**src/rtl/core/lcd4_pkg.sv**
```systemverilog
// Shared types, constants and the power-up strobe table for the 4-bit
// character display sequencer. No dependencies.
package lcd4_pkg;

   // Request function codes
   localparam logic [2:0] FUNC_COMMAND  = 3'd0;
   localparam logic [2:0] FUNC_DATA     = 3'd1;
   localparam logic [2:0] FUNC_GOTO     = 3'd2;
   localparam logic [2:0] FUNC_HOME     = 3'd3;
   localparam logic [2:0] FUNC_CLRLINE  = 3'd4;
   localparam logic [2:0] FUNC_INIT     = 3'd5;

   // Configuration register indexes
   localparam logic CSR_LINE_LENGTH     = 1'b0;
   localparam logic CSR_SECOND_ROW_BASE = 1'b1;

   localparam int CSR_DATA_W = 7;

   // Reset values of the configuration registers
   localparam logic [4:0] LINE_LENGTH_RST     = 5'd16;
   localparam logic [6:0] SECOND_ROW_BASE_RST = 7'h40;
   localparam logic [4:0] MAX_COLS            = 5'd16;

   // Display opcodes and characters
   localparam logic [7:0] OP_CLEAR     = 8'h01;
   localparam logic [7:0] OP_HOME      = 8'h02;
   localparam logic       OP_DDRAM_BIT = 1'b1;
   localparam logic [3:0] SPACE_HI     = 4'h2;
   localparam logic [3:0] SPACE_LO     = 4'h0;

   // Timing in microseconds
   localparam logic [12:0] SETTLE_BASE  = 13'd40;
   localparam logic [12:0] SETTLE_CLEAR = 13'd2040;
   localparam logic [12:0] SETTLE_HOME  = 13'd4040;
   localparam logic [12:0] SETTLE_WAKE  = 13'd5040;
   localparam logic [12:0] SETTLE_SYNC  = 13'd190;
   localparam logic [15:0] POWER_WAIT   = 16'd50000;

   // Job queue depth between front and back
   localparam int JOBQ_DEPTH = 2;

   // Strobe counter: longest request is 36 strobes
   localparam int STEP_W = 6;

   typedef enum logic [1:0] {
      JOB_BYTE    = 2'd0,
      JOB_CLRLINE = 2'd1,
      JOB_INIT    = 2'd2
   } job_kind_type;

   // Classified request handed from front to back
   typedef struct packed {
      job_kind_type kind;
      logic         rs;
      logic [7:0]   value;
      logic [12:0]  settle_lo;
      logic         row;
   } job_type;

   typedef struct packed {
      logic        register_select;
      logic [3:0]  nibble;
      logic [15:0] wait_before_us;
      logic [12:0] settle_us;
      logic        last;
   } strobe_type;

   // Power-up sequence: three wake nibbles, switch to 4-bit, then
   // function set, display off, clear, entry mode, display on.
   function automatic strobe_type init_strobe(input logic [3:0] idx);
      strobe_type s;
      s.register_select = 1'b0;
      s.wait_before_us  = 16'd0;
      s.settle_us       = SETTLE_BASE;
      s.last            = 1'b0;
      s.nibble          = 4'h0;
      case (idx)
         4'd0: begin
            s.nibble = 4'h3; s.wait_before_us = POWER_WAIT; s.settle_us = SETTLE_WAKE;
         end
         4'd1: begin s.nibble = 4'h3; s.settle_us = SETTLE_SYNC; end
         4'd2: begin s.nibble = 4'h3; s.settle_us = SETTLE_SYNC; end
         4'd3: begin s.nibble = 4'h2; s.settle_us = SETTLE_SYNC; end
         4'd4: s.nibble = 4'h2;
         4'd5: s.nibble = 4'h8;
         4'd6: s.nibble = 4'h0;
         4'd7: s.nibble = 4'h8;
         4'd8: s.nibble = 4'h0;
         4'd9: begin s.nibble = 4'h1; s.settle_us = SETTLE_CLEAR; end
         4'd10: s.nibble = 4'h0;
         4'd11: s.nibble = 4'h6;
         4'd12: s.nibble = 4'h0;
         4'd13: begin s.nibble = 4'hC; s.last = 1'b1; end
         default: s.nibble = 4'h0;
      endcase
      return s;
   endfunction

endpackage

```
**src/rtl/core/lcd4_front.sv**
```systemverilog
// Request classifier: turns a request into a job for the strobe sequencer.
// Depends on lcd4_pkg.
module lcd4_front
   import lcd4_pkg::*;
(
   input  logic [2:0] func,
   input  logic [7:0] byte_value,
   input  logic [3:0] column,
   input  logic       row,
   input  logic [6:0] second_row_base,
   output logic       job_valid,
   output job_type    job
);

   logic [6:0] goto_addr;

   // Display address of the goto target, wrapping in 7 bits
   assign goto_addr = (row ? second_row_base : 7'd0) + {3'd0, column};

   // Classify the request; unused codes make no job
   always_comb begin
      job_valid     = 1'b1;
      job.kind      = JOB_BYTE;
      job.rs        = 1'b0;
      job.value     = byte_value;
      job.settle_lo = SETTLE_BASE;
      job.row       = row;
      case (func)
         FUNC_COMMAND: begin
            if (byte_value == OP_CLEAR || byte_value == OP_HOME) job.settle_lo = SETTLE_CLEAR;
         end
         FUNC_DATA: job.rs = 1'b1;
         FUNC_GOTO: job.value = {OP_DDRAM_BIT, goto_addr};
         FUNC_HOME: begin
            job.value     = OP_HOME;
            job.settle_lo = SETTLE_HOME;
         end
         FUNC_CLRLINE: job.kind = JOB_CLRLINE;
         FUNC_INIT: job.kind = JOB_INIT;
         default: job_valid = 1'b0;
      endcase
   end

endmodule

```
**src/rtl/core/lcd4_jobq.sv**
```systemverilog
// Short job queue between the classifier and the strobe sequencer.
// Depends on lcd4_pkg.
module lcd4_jobq
   import lcd4_pkg::*;
#(
   parameter int DEPTH = JOBQ_DEPTH
) (
   input  logic    clock,
   input  logic    reset,
   input  logic    wr_en,
   input  job_type wr_job,
   input  logic    rd_en,
   output job_type rd_job,
   output logic    full,
   output logic    empty
);

   localparam int PTR_W = (DEPTH > 1) ? $clog2(DEPTH) : 1;
   localparam int CNT_W = $clog2(DEPTH + 1);
   localparam logic [PTR_W-1:0] PTR_LAST = PTR_W'(DEPTH - 1);
   localparam logic [CNT_W-1:0] CNT_FULL = CNT_W'(DEPTH);

   job_type          slot_ff [DEPTH];
   logic [PTR_W-1:0] wr_ptr_ff, wr_ptr_in;
   logic [PTR_W-1:0] rd_ptr_ff, rd_ptr_in;
   logic [CNT_W-1:0] count_ff, count_in;
   logic             do_wr, do_rd;

   assign full   = (count_ff == CNT_FULL);
   assign empty  = (count_ff == '0);
   assign do_wr  = wr_en && !full;
   assign do_rd  = rd_en && !empty;
   assign rd_job = slot_ff[rd_ptr_ff];

   // Advance pointers and occupancy
   always_comb begin
      wr_ptr_in = wr_ptr_ff;
      rd_ptr_in = rd_ptr_ff;
      count_in  = count_ff;
      if (do_wr) wr_ptr_in = (wr_ptr_ff == PTR_LAST) ? '0 : wr_ptr_ff + 1'b1;
      if (do_rd) rd_ptr_in = (rd_ptr_ff == PTR_LAST) ? '0 : rd_ptr_ff + 1'b1;
      if (do_wr && !do_rd) count_in = count_ff + 1'b1;
      else if (do_rd && !do_wr) count_in = count_ff - 1'b1;
   end

   always_ff @(posedge clock) begin
      if (reset) begin
         wr_ptr_ff <= '0;
         rd_ptr_ff <= '0;
         count_ff  <= '0;
      end else begin
         wr_ptr_ff <= wr_ptr_in;
         rd_ptr_ff <= rd_ptr_in;
         count_ff  <= count_in;
      end
   end

   // Store the job
   always_ff @(posedge clock) begin
      if (do_wr) slot_ff[wr_ptr_ff] <= wr_job;
   end

endmodule

```
**src/rtl/core/lcd4_back.sv**
```systemverilog
// Strobe sequencer: steps through one job a strobe per cycle into an output
// register while that register has room. Depends on lcd4_pkg.
module lcd4_back
   import lcd4_pkg::*;
(
   input  logic       clock,
   input  logic       reset,
   input  logic       job_avail,
   input  job_type    job,
   output logic       job_pop,
   input  logic [4:0] line_length,
   input  logic [6:0] second_row_base,
   output logic       out_valid,
   output strobe_type out_strobe,
   input  logic       out_pop
);

   logic              active_ff, active_in;
   job_type           job_ff;
   logic [STEP_W-1:0] step_ff, step_in;
   logic              out_valid_ff, out_valid_in;
   strobe_type        out_strobe_ff;
   strobe_type        cur;
   logic              out_room, emit;
   logic [4:0]        n_cols;
   logic [STEP_W-1:0] space_end, final_step;
   logic [7:0]        line_addr;

   assign out_room  = !out_valid_ff || out_pop;
   assign emit      = active_ff && out_room;
   assign job_pop   = !active_ff && job_avail;
   assign out_valid = out_valid_ff;
   assign out_strobe = out_strobe_ff;

   // Clear-line geometry: goto, n spaces, goto
   assign n_cols     = (line_length > MAX_COLS) ? MAX_COLS : line_length;
   assign space_end  = {n_cols, 1'b0} + STEP_W'(2);
   assign final_step = {n_cols, 1'b0} + STEP_W'(3);
   assign line_addr  = {OP_DDRAM_BIT, (job_ff.row ? second_row_base : 7'd0)};

   // Build the strobe for the current step
   always_comb begin
      cur.register_select = job_ff.rs;
      cur.wait_before_us  = 16'd0;
      cur.settle_us       = SETTLE_BASE;
      cur.nibble          = step_ff[0] ? job_ff.value[3:0] : job_ff.value[7:4];
      cur.last            = step_ff[0];
      case (job_ff.kind)
         JOB_BYTE: begin
            if (step_ff[0]) cur.settle_us = job_ff.settle_lo;
         end
         JOB_CLRLINE: begin
            cur.last = (step_ff == final_step);
            if (step_ff >= STEP_W'(2) && step_ff < space_end) begin
               cur.register_select = 1'b1;
               cur.nibble          = step_ff[0] ? SPACE_LO : SPACE_HI;
            end else begin
               cur.register_select = 1'b0;
               cur.nibble          = step_ff[0] ? line_addr[3:0] : line_addr[7:4];
            end
         end
         JOB_INIT: cur = init_strobe(step_ff[3:0]);
         default: cur.last = 1'b1;
      endcase
   end

   // Load a job when idle, advance on each emitted strobe, drop on the last
   always_comb begin
      active_in    = active_ff;
      step_in      = step_ff;
      out_valid_in = out_valid_ff;
      if (out_pop) out_valid_in = 1'b0;
      if (job_pop) begin
         active_in = 1'b1;
         step_in   = '0;
      end else if (emit) begin
         out_valid_in = 1'b1;
         step_in      = step_ff + 1'b1;
         if (cur.last) active_in = 1'b0;
      end
   end

   always_ff @(posedge clock) begin
      if (reset) begin
         active_ff    <= 1'b0;
         step_ff      <= '0;
         out_valid_ff <= 1'b0;
      end else begin
         active_ff    <= active_in;
         step_ff      <= step_in;
         out_valid_ff <= out_valid_in;
      end
   end

   // Capture job and strobe payload
   always_ff @(posedge clock) begin
      if (job_pop) job_ff <= job;
      if (emit) out_strobe_ff <= cur;
   end

endmodule

```
**src/rtl/core/char_lcd_4bit_sequencer_top.sv**
```systemverilog
// Top level of the 4-bit character display sequencer: configuration
// registers, classifier, job queue and strobe sequencer. Depends on lcd4_pkg.
//
// Usage:
//   Requests enter through a queue-style port: a request is taken at a
//   clock edge with req_push high and req_full low. Results leave through
//   a queue-style port: while rsp_empty is low the oldest strobe
//   descriptor is on the rsp_ ports and it is taken with rsp_pop.
//   Requests with function codes 6 and 7 are taken and produce nothing.
//   csr_write_en with csr_index 0 writes line_length, 1 second_row_base.
// Flow:
//   A taken request goes into the job queue; the sequencer loads it when idle
//   and emits one strobe per cycle while the output register has room, so a
//   request gives k strobes (2 to 36), and the next one is loaded only after
//   its last strobe. A two-entry job queue lets requests queue up behind it.
// Reset and stall:
//   Synchronous reset empties both queues and restores line_length 16 and
//   second_row_base 0x40; req_full is high while reset is held. When the
//   receiver stops popping, the single output register holds its strobe,
//   the sequencer waits, then the job queue fills and req_full rises.
module char_lcd_4bit_sequencer_top
   import lcd4_pkg::*;
#(
   parameter int JOB_DEPTH = JOBQ_DEPTH
) (
   input  logic                  clock,
   input  logic                  reset,
   input  logic                  req_push,
   output logic                  req_full,
   input  logic [2:0]            req_func,
   input  logic [7:0]            req_byte_value,
   input  logic [3:0]            req_column,
   input  logic                  req_row,
   output logic                  rsp_empty,
   input  logic                  rsp_pop,
   output logic                  rsp_register_select,
   output logic [3:0]            rsp_nibble,
   output logic [15:0]           rsp_wait_before_us,
   output logic [12:0]           rsp_settle_us,
   output logic                  rsp_last,
   input  logic                  csr_write_en,
   input  logic                  csr_index,
   input  logic [CSR_DATA_W-1:0] csr_write_data
);

   logic [4:0] line_length_ff;
   logic [6:0] second_row_base_ff;
   logic       front_valid;
   job_type    front_job;
   logic       q_full, q_empty, q_pop;
   job_type    q_job;
   logic       out_valid;
   strobe_type out_strobe;

   // Configuration registers
   always_ff @(posedge clock) begin
      if (reset) begin
         line_length_ff     <= LINE_LENGTH_RST;
         second_row_base_ff <= SECOND_ROW_BASE_RST;
      end else if (csr_write_en) begin
         case (csr_index)
            CSR_LINE_LENGTH:     line_length_ff     <= csr_write_data[4:0];
            CSR_SECOND_ROW_BASE: second_row_base_ff <= csr_write_data[6:0];
            default: ;
         endcase
      end
   end

   assign req_full = q_full || reset;

   lcd4_front u_front (
      .func            (req_func),
      .byte_value      (req_byte_value),
      .column          (req_column),
      .row             (req_row),
      .second_row_base (second_row_base_ff),
      .job_valid       (front_valid),
      .job             (front_job)
   );

   lcd4_jobq #(.DEPTH(JOB_DEPTH)) u_jobq (
      .clock  (clock),
      .reset  (reset),
      .wr_en  (req_push && front_valid && !reset),
      .wr_job (front_job),
      .rd_en  (q_pop),
      .rd_job (q_job),
      .full   (q_full),
      .empty  (q_empty)
   );

   lcd4_back u_back (
      .clock           (clock),
      .reset           (reset),
      .job_avail       (!q_empty),
      .job             (q_job),
      .job_pop         (q_pop),
      .line_length     (line_length_ff),
      .second_row_base (second_row_base_ff),
      .out_valid       (out_valid),
      .out_strobe      (out_strobe),
      .out_pop         (rsp_pop && out_valid)
   );

   assign rsp_empty           = !out_valid;
   assign rsp_register_select = out_strobe.register_select;
   assign rsp_nibble          = out_strobe.nibble;
   assign rsp_wait_before_us  = out_strobe.wait_before_us;
   assign rsp_settle_us       = out_strobe.settle_us;
   assign rsp_last            = out_strobe.last;

endmodule

```
**config.mk**
```make
export PLATFORM = sky130hd
export DESIGN_NAME = char_lcd_4bit_sequencer_top
export DESIGN_NICKNAME = d
export VERILOG_FILES = /design/src/rtl/core/lcd4_pkg.sv /design/src/rtl/core/lcd4_front.sv /design/src/rtl/core/lcd4_jobq.sv /design/src/rtl/core/lcd4_back.sv /design/src/rtl/core/char_lcd_4bit_sequencer_top.sv
export SDC_FILE = /design/constraint.sdc
export NUM_CORES = 1
export LEC_CHECK = 0
export BUFFER_PORTS_ARGS = -buffer_cell sky130_fd_sc_hd__buf_2
export CAP_MARGIN = 20
export CORE_MARGIN = 5
export CORE_UTILIZATION = 38
export CTS_BUF_LIST = sky130_fd_sc_hd__clkbuf_8
export DETAILED_ROUTE_END_ITERATION = 7
export PLACE_DENSITY = 0.62
export SLEW_MARGIN = 10
export SYNTH_ARGS = -nofsm -noshare
export SYNTH_HDL_FRONTEND = slang
export SYNTH_HIERARCHICAL = 1
export SYNTH_SLANG_ARGS = --single-unit
```
**constraint.sdc**
```tcl
create_clock -name clock -period 3.57 [get_ports clock]
set_input_delay 0.357 -clock clock [delete_from_list [all_inputs] [get_ports clock]]
set_output_delay 0.357 -clock clock [all_outputs]
set_load 0.02 [all_outputs]
```
==> flow_summary.rst <==
.. list-table::
   :header-rows: 1

   * - Metric
     - Value
   * - Status
     - finished clean
   * - Overall die height
     - 132 um
   * - Routing layer with the top usage in global route
     - met2
   * - Number of inserted diodes
     - 0
   * - Final critical delay including setup and external delays
     - 2.40 ns
   * - Gp weighted congestion
     - 0.812
   * - Num CTS Buffers
     - 17
   * - Synthesized flop and latch total
     - 120
   * - Pre-antenna DRT Iters
     - 4
   * - Flip-flop cell with the highest count after synthesis
     - sky130_fd_sc_hd__edfxtp_1
   * - Beginning of the worst hold path
     - csr_write_data[5]
   * - Depth of the most critical reg-to-reg path
     - 10
   * - FF-to-FF setup slack
     - 1.17 ns
   * - Share of the core filled with cells in the final layout
     - 0.440
   * - Total die area
     - between 15000 and 20000 um^2
   * - Horiz. Die Dim
     - 132 um
   * - RSZ-0062 raised after global routing
     - false
   * - Commonest non-fill, non-tap cell in the layout
     - sky130_fd_sc_hd__edfxtp_1
   * - Placed instance area
     - 6000 um^2
   * - Share of power burned in registers
     - 0.465
   * - Number of cell rows
     - 44
   * - Worst setup SP type
     - register
   * - Worst EP required
     - 3.81 ns
   * - Share of total power in the clock network
     - 0.293
   * - Synthesized area per cell
     - 12.8 um^2
   * - CTS tree
     - built
   * - Number of gates resized after CTS
     - 0
   * - Sum of negative setup slack
     - 0 ns
   * - Dpl hpwl
     - 7.61 mm
   * - Met2 Use GR
     - 0.205
   * - Wire length of the first global-routing pass
     - 17.4 mm
   * - Fin Hold WS
     - between 0.15 and 0.2 ns
   * - Number of hold-slack violations in the final timing report
     - 0
   * - Multi-input gate area in the final layout
     - 2050 um^2
   * - Source of the worst register-to-register timing path
     - line_length_ff[4]
   * - Drt wl/cell
     - ~15 um
   * - Insertion delay to the later sink of the worst-skew pair
     - about 0.42 ns
   * - Finished Cell Area
     - 6420 um^2
   * - Number of port buffers
     - 55
   * - Most frequent cells in the layout
     - 95 x sky130_fd_sc_hd__edfxtp_1, 55 x sky130_fd_sc_hd__buf_2, 29 x sky130_fd_sc_hd__nand2_1, 29 x sky130_fd_sc_hd__mux2_2, 25 x sky130_fd_sc_hd__dfxtp_1
   * - Arrival @ worst endpoint
     - 2.64 ns
   * - Synthesized instance count
     - roughly 440
   * - Endpoint with the worst hold slack
     - second_row_base_ff[5]
   * - Number of clock sinks seen by CTS
     - 120
   * - Setup repair bufs after CTS
     - 0
   * - Buffer levels on the longest clock path
     - 2
   * - Critical path class
     - register to register
   * - Combined flip-flop and latch cell area
     - 3350 um^2
   * - Final-stage net count
     - 545
   * - Count of unresolved DRC violations after routing
     - 0
   * - Area of the core
     - 14600 um^2
   * - Ratio of cells with drive above 1 in the final layout
     - 0.280
   * - Relative slew slack
     - 0.529
   * - Global routing usage summed across all routing layers
     - 0.126
   * - Dominant cells by area after synthesis
     - sky130_fd_sc_hd__edfxtp_1 50%, sky130_fd_sc_hd__dfxtp_1 8.8%, sky130_fd_sc_hd__mux2_2 5.7%
   * - Total number of yosys warnings
     - 6
   * - Number of violations reported at the end of detailed-routing iteration 0
     - 160
   * - Least-Margin Pin Slew
     - 0.706 ns
   * - Switching power
     - about 1.3 mW
   * - Clock transition at the register clock pins on the worst setup and hold paths after CTS
     - 0.07 ns
   * - Count of flip-flops with a built-in enable after synthesis
     - 95
   * - Met1 GRT Util
     - 0.157
   * - Portion of the post-synthesis area used by sequential elements
     - 0.589
   * - Met3 usage
     - 0.0345
   * - Cell accounting for the most synthesized area
     - sky130_fd_sc_hd__edfxtp_1
   * - Number of max-slew violations in the final report
     - 0
   * - Power density over cell area
     - 672 nW/um^2
   * - Final critical-path share of the clock period
     - 0.671
   * - Share of the synthesized area in the top cell type
     - 0.501
   * - Clock tree root driver cell
     - sky130_fd_sc_hd__clkbuf_8
   * - Leakage power figure
     - around 2.5 nW
   * - Final cell count without fillers
     - 692
   * - # IOs
     - 66
   * - Internal power
     - 3.02 mW
   * - Combined area of all synthesized cells
     - 5690 um^2
   * - Fill cell total of the finished layout
     - 1325
   * - Hold Path Depth
     - 3
   * - Logic pwr share
     - 0.242
   * - Total congestion overflow after global routing
     - 0
   * - Ys async rst share
     - 0
   * - Effective utilization at floorplan
     - 0.390
   * - H-tree depth
     - 4
   * - Maximum number of pins on one net before global-route repair
     - 28
   * - Post-route clock skew
     - 0.0111 ns
   * - Worst reg2reg path endpoint
     - u_back/out_strobe[31]
   * - Via count of the first global-routing pass
     - 3398
   * - Count of antenna-violating nets left after detailed routing
     - 0
   * - Worst Path Max Fanout
     - 6
   * - Area added between synthesis and finish
     - 12.8%
   * - Number of different library cells in the post-synthesis netlist
     - 66
   * - Placed cell count
     - 660
   * - Final routed wirelength across all metal layers
     - ~11 mm
   * - Final setup fails
     - 0
   * - Sort of element at the end of the critical path
     - register
   * - Via count normalized by instance count
     - 4.86
   * - Worst vdd rail ir drop
     - 0.220 mV
   * - Number of antenna violations at the first check in global routing
     - 0
   * - Max capacitance violation total
     - 0
   * - Hold_buf cts
     - 0
   * - Routed vias
     - around 3400
   * - Net switching share of the total power
     - 0.301
   * - Maximum clock frequency
     - 417 MHz
   * - Class of the most critical hold timing path
     - input pin to register
==> synth_stat cells (2+ instances only) <==
cell	n
sky130_fd_sc_hd__nand2_1	29
sky130_fd_sc_hd__a22o_2	2
sky130_fd_sc_hd__buf_6	3
sky130_fd_sc_hd__edfxtp_1	95
sky130_fd_sc_hd__nor2b_1	13
sky130_fd_sc_hd__a21o_1	5
sky130_fd_sc_hd__a21bo_2	2
sky130_fd_sc_hd__xor2_1	8
sky130_fd_sc_hd__nand4_1	7
sky130_fd_sc_hd__mux2_2	29
sky130_fd_sc_hd__nor4_1	3
sky130_fd_sc_hd__o21ai_0	9
sky130_fd_sc_hd__a31oi_1	6
sky130_fd_sc_hd__ha_1	20
sky130_fd_sc_hd__or3_1	3
sky130_fd_sc_hd__conb_1	3
sky130_fd_sc_hd__mux2i_1	10
sky130_fd_sc_hd__or2_2	2
sky130_fd_sc_hd__dfxtp_1	25
sky130_fd_sc_hd__nor2_1	24
sky130_fd_sc_hd__clkbuf_1	2
sky130_fd_sc_hd__inv_1	13
sky130_fd_sc_hd__nand3_1	8
sky130_fd_sc_hd__xnor2_1	4
sky130_fd_sc_hd__nor2b_2	2
sky130_fd_sc_hd__and2_1	9
sky130_fd_sc_hd__and3_1	4
sky130_fd_sc_hd__a21oi_1	11
sky130_fd_sc_hd__nand2b_1	16
sky130_fd_sc_hd__a211oi_1	5
sky130_fd_sc_hd__nand3b_1	2
sky130_fd_sc_hd__buf_4	29
sky130_fd_sc_hd__nor3_1	4
sky130_fd_sc_hd__buf_2	5
==> stage by stage <==
step	power, mW	setup slack [ns]
CTS	4.38	1.16
global route	4.55	0.989
detailed placement	3.10	1.16
finish	4.32	1.17
global placement	3.07	1.30
floorplan	2.80	0.532
==> worst max path at each step <==
stage,startpoint,end,depth (start not counted)
2_1_floorplan,u_jobq/count_ff[0],u_jobq/count_ff[1],7
3_3_place_gp,u_back/step_ff[0],u_back/out_strobe[31],7
3_5_place_dp,u_back/step_ff[0],u_back/out_strobe[31],7
4_1_cts,u_back/step_ff[0],u_back/out_strobe[31],7
5_1_grt,u_back/step_ff[0],u_back/out_strobe[31],7
6_report,line_length_ff[4],u_back/out_strobe[31],10
==> power groups by stage <==
| stage | logic (mW) | registers, mW | clock network, mW |
|---|---|---|---|
| after global routing | 1.16 | 2.03 | 1.36 |
| after CTS | 1.06 | 2.01 | 1.30 |
| after global placement | 1.02 | 2.05 | 0 |
| after detailed placement | 1.06 | 2.04 | 0 |
| after floorplan | 0.734 | 2.07 | 0 |
| final | 1.05 | 2.01 | 1.26 |
==> registers in the layout (all words and copies together), names as in the netlist, named ones only <==
signal	flops
u_jobq/slot_ff	50
u_back/step_ff	6
u_back/out_strobe	20
u_back/active_ff	1
u_back/out_valid	1
u_back/job_ff	25
u_jobq/wr_ptr_ff	1
second_row_base_ff	7
u_jobq/count_ff	2
u_jobq/rd_ptr_ff	1
line_length_ff	5
==> cells by family after synthesis <==
family	count (synthesis)	share of synthesized area
AO/OA/AOI/OAI	54	0.0675
XOR/XNOR	12	0.0185
adder cells (fa/ha/maj)	21	0.0475
buffers and inverters	54	0.0598
flip-flops	120	0.589
multiplexers	39	0.0749
other	3	0.00198
AND/OR/NAND/NOR	141	0.141
==> area by class of cell <==
cell class | instances | share of cell area
clock buffers | 17 | 0.0364
clock inverters | 15 | 0.0286
inverters | 14 | 0.00818
multi-input cells | 282 | 0.319
flip-flops and latches | 120 | 0.522
well taps | 184 | 0.0358
repair buffers | 60 | 0.0499
==> routing by layer <==
layer  share of wire  up-vias
met4           0.017        0
met3           0.037       14
met1            0.46     1620
met2            0.49       64
met5               0        -
li1                -     1667
==> worst max-delay path, stage by stage (launching register included) <==
cell                        delay, ns
sky130_fd_sc_hd__dfxtp_1         0.40
sky130_fd_sc_hd__nand2b_1        0.15
sky130_fd_sc_hd__inv_1           0.05
sky130_fd_sc_hd__ha_1            0.27
sky130_fd_sc_hd__inv_1           0.04
sky130_fd_sc_hd__ha_1            0.28
sky130_fd_sc_hd__nor2b_1         0.14
sky130_fd_sc_hd__o2111ai_1       0.17
sky130_fd_sc_hd__nand3_1         0.22
sky130_fd_sc_hd__o21a_1          0.24
sky130_fd_sc_hd__nor4_2          0.26
Note: power is estimated with default switching activity, not from simulation.
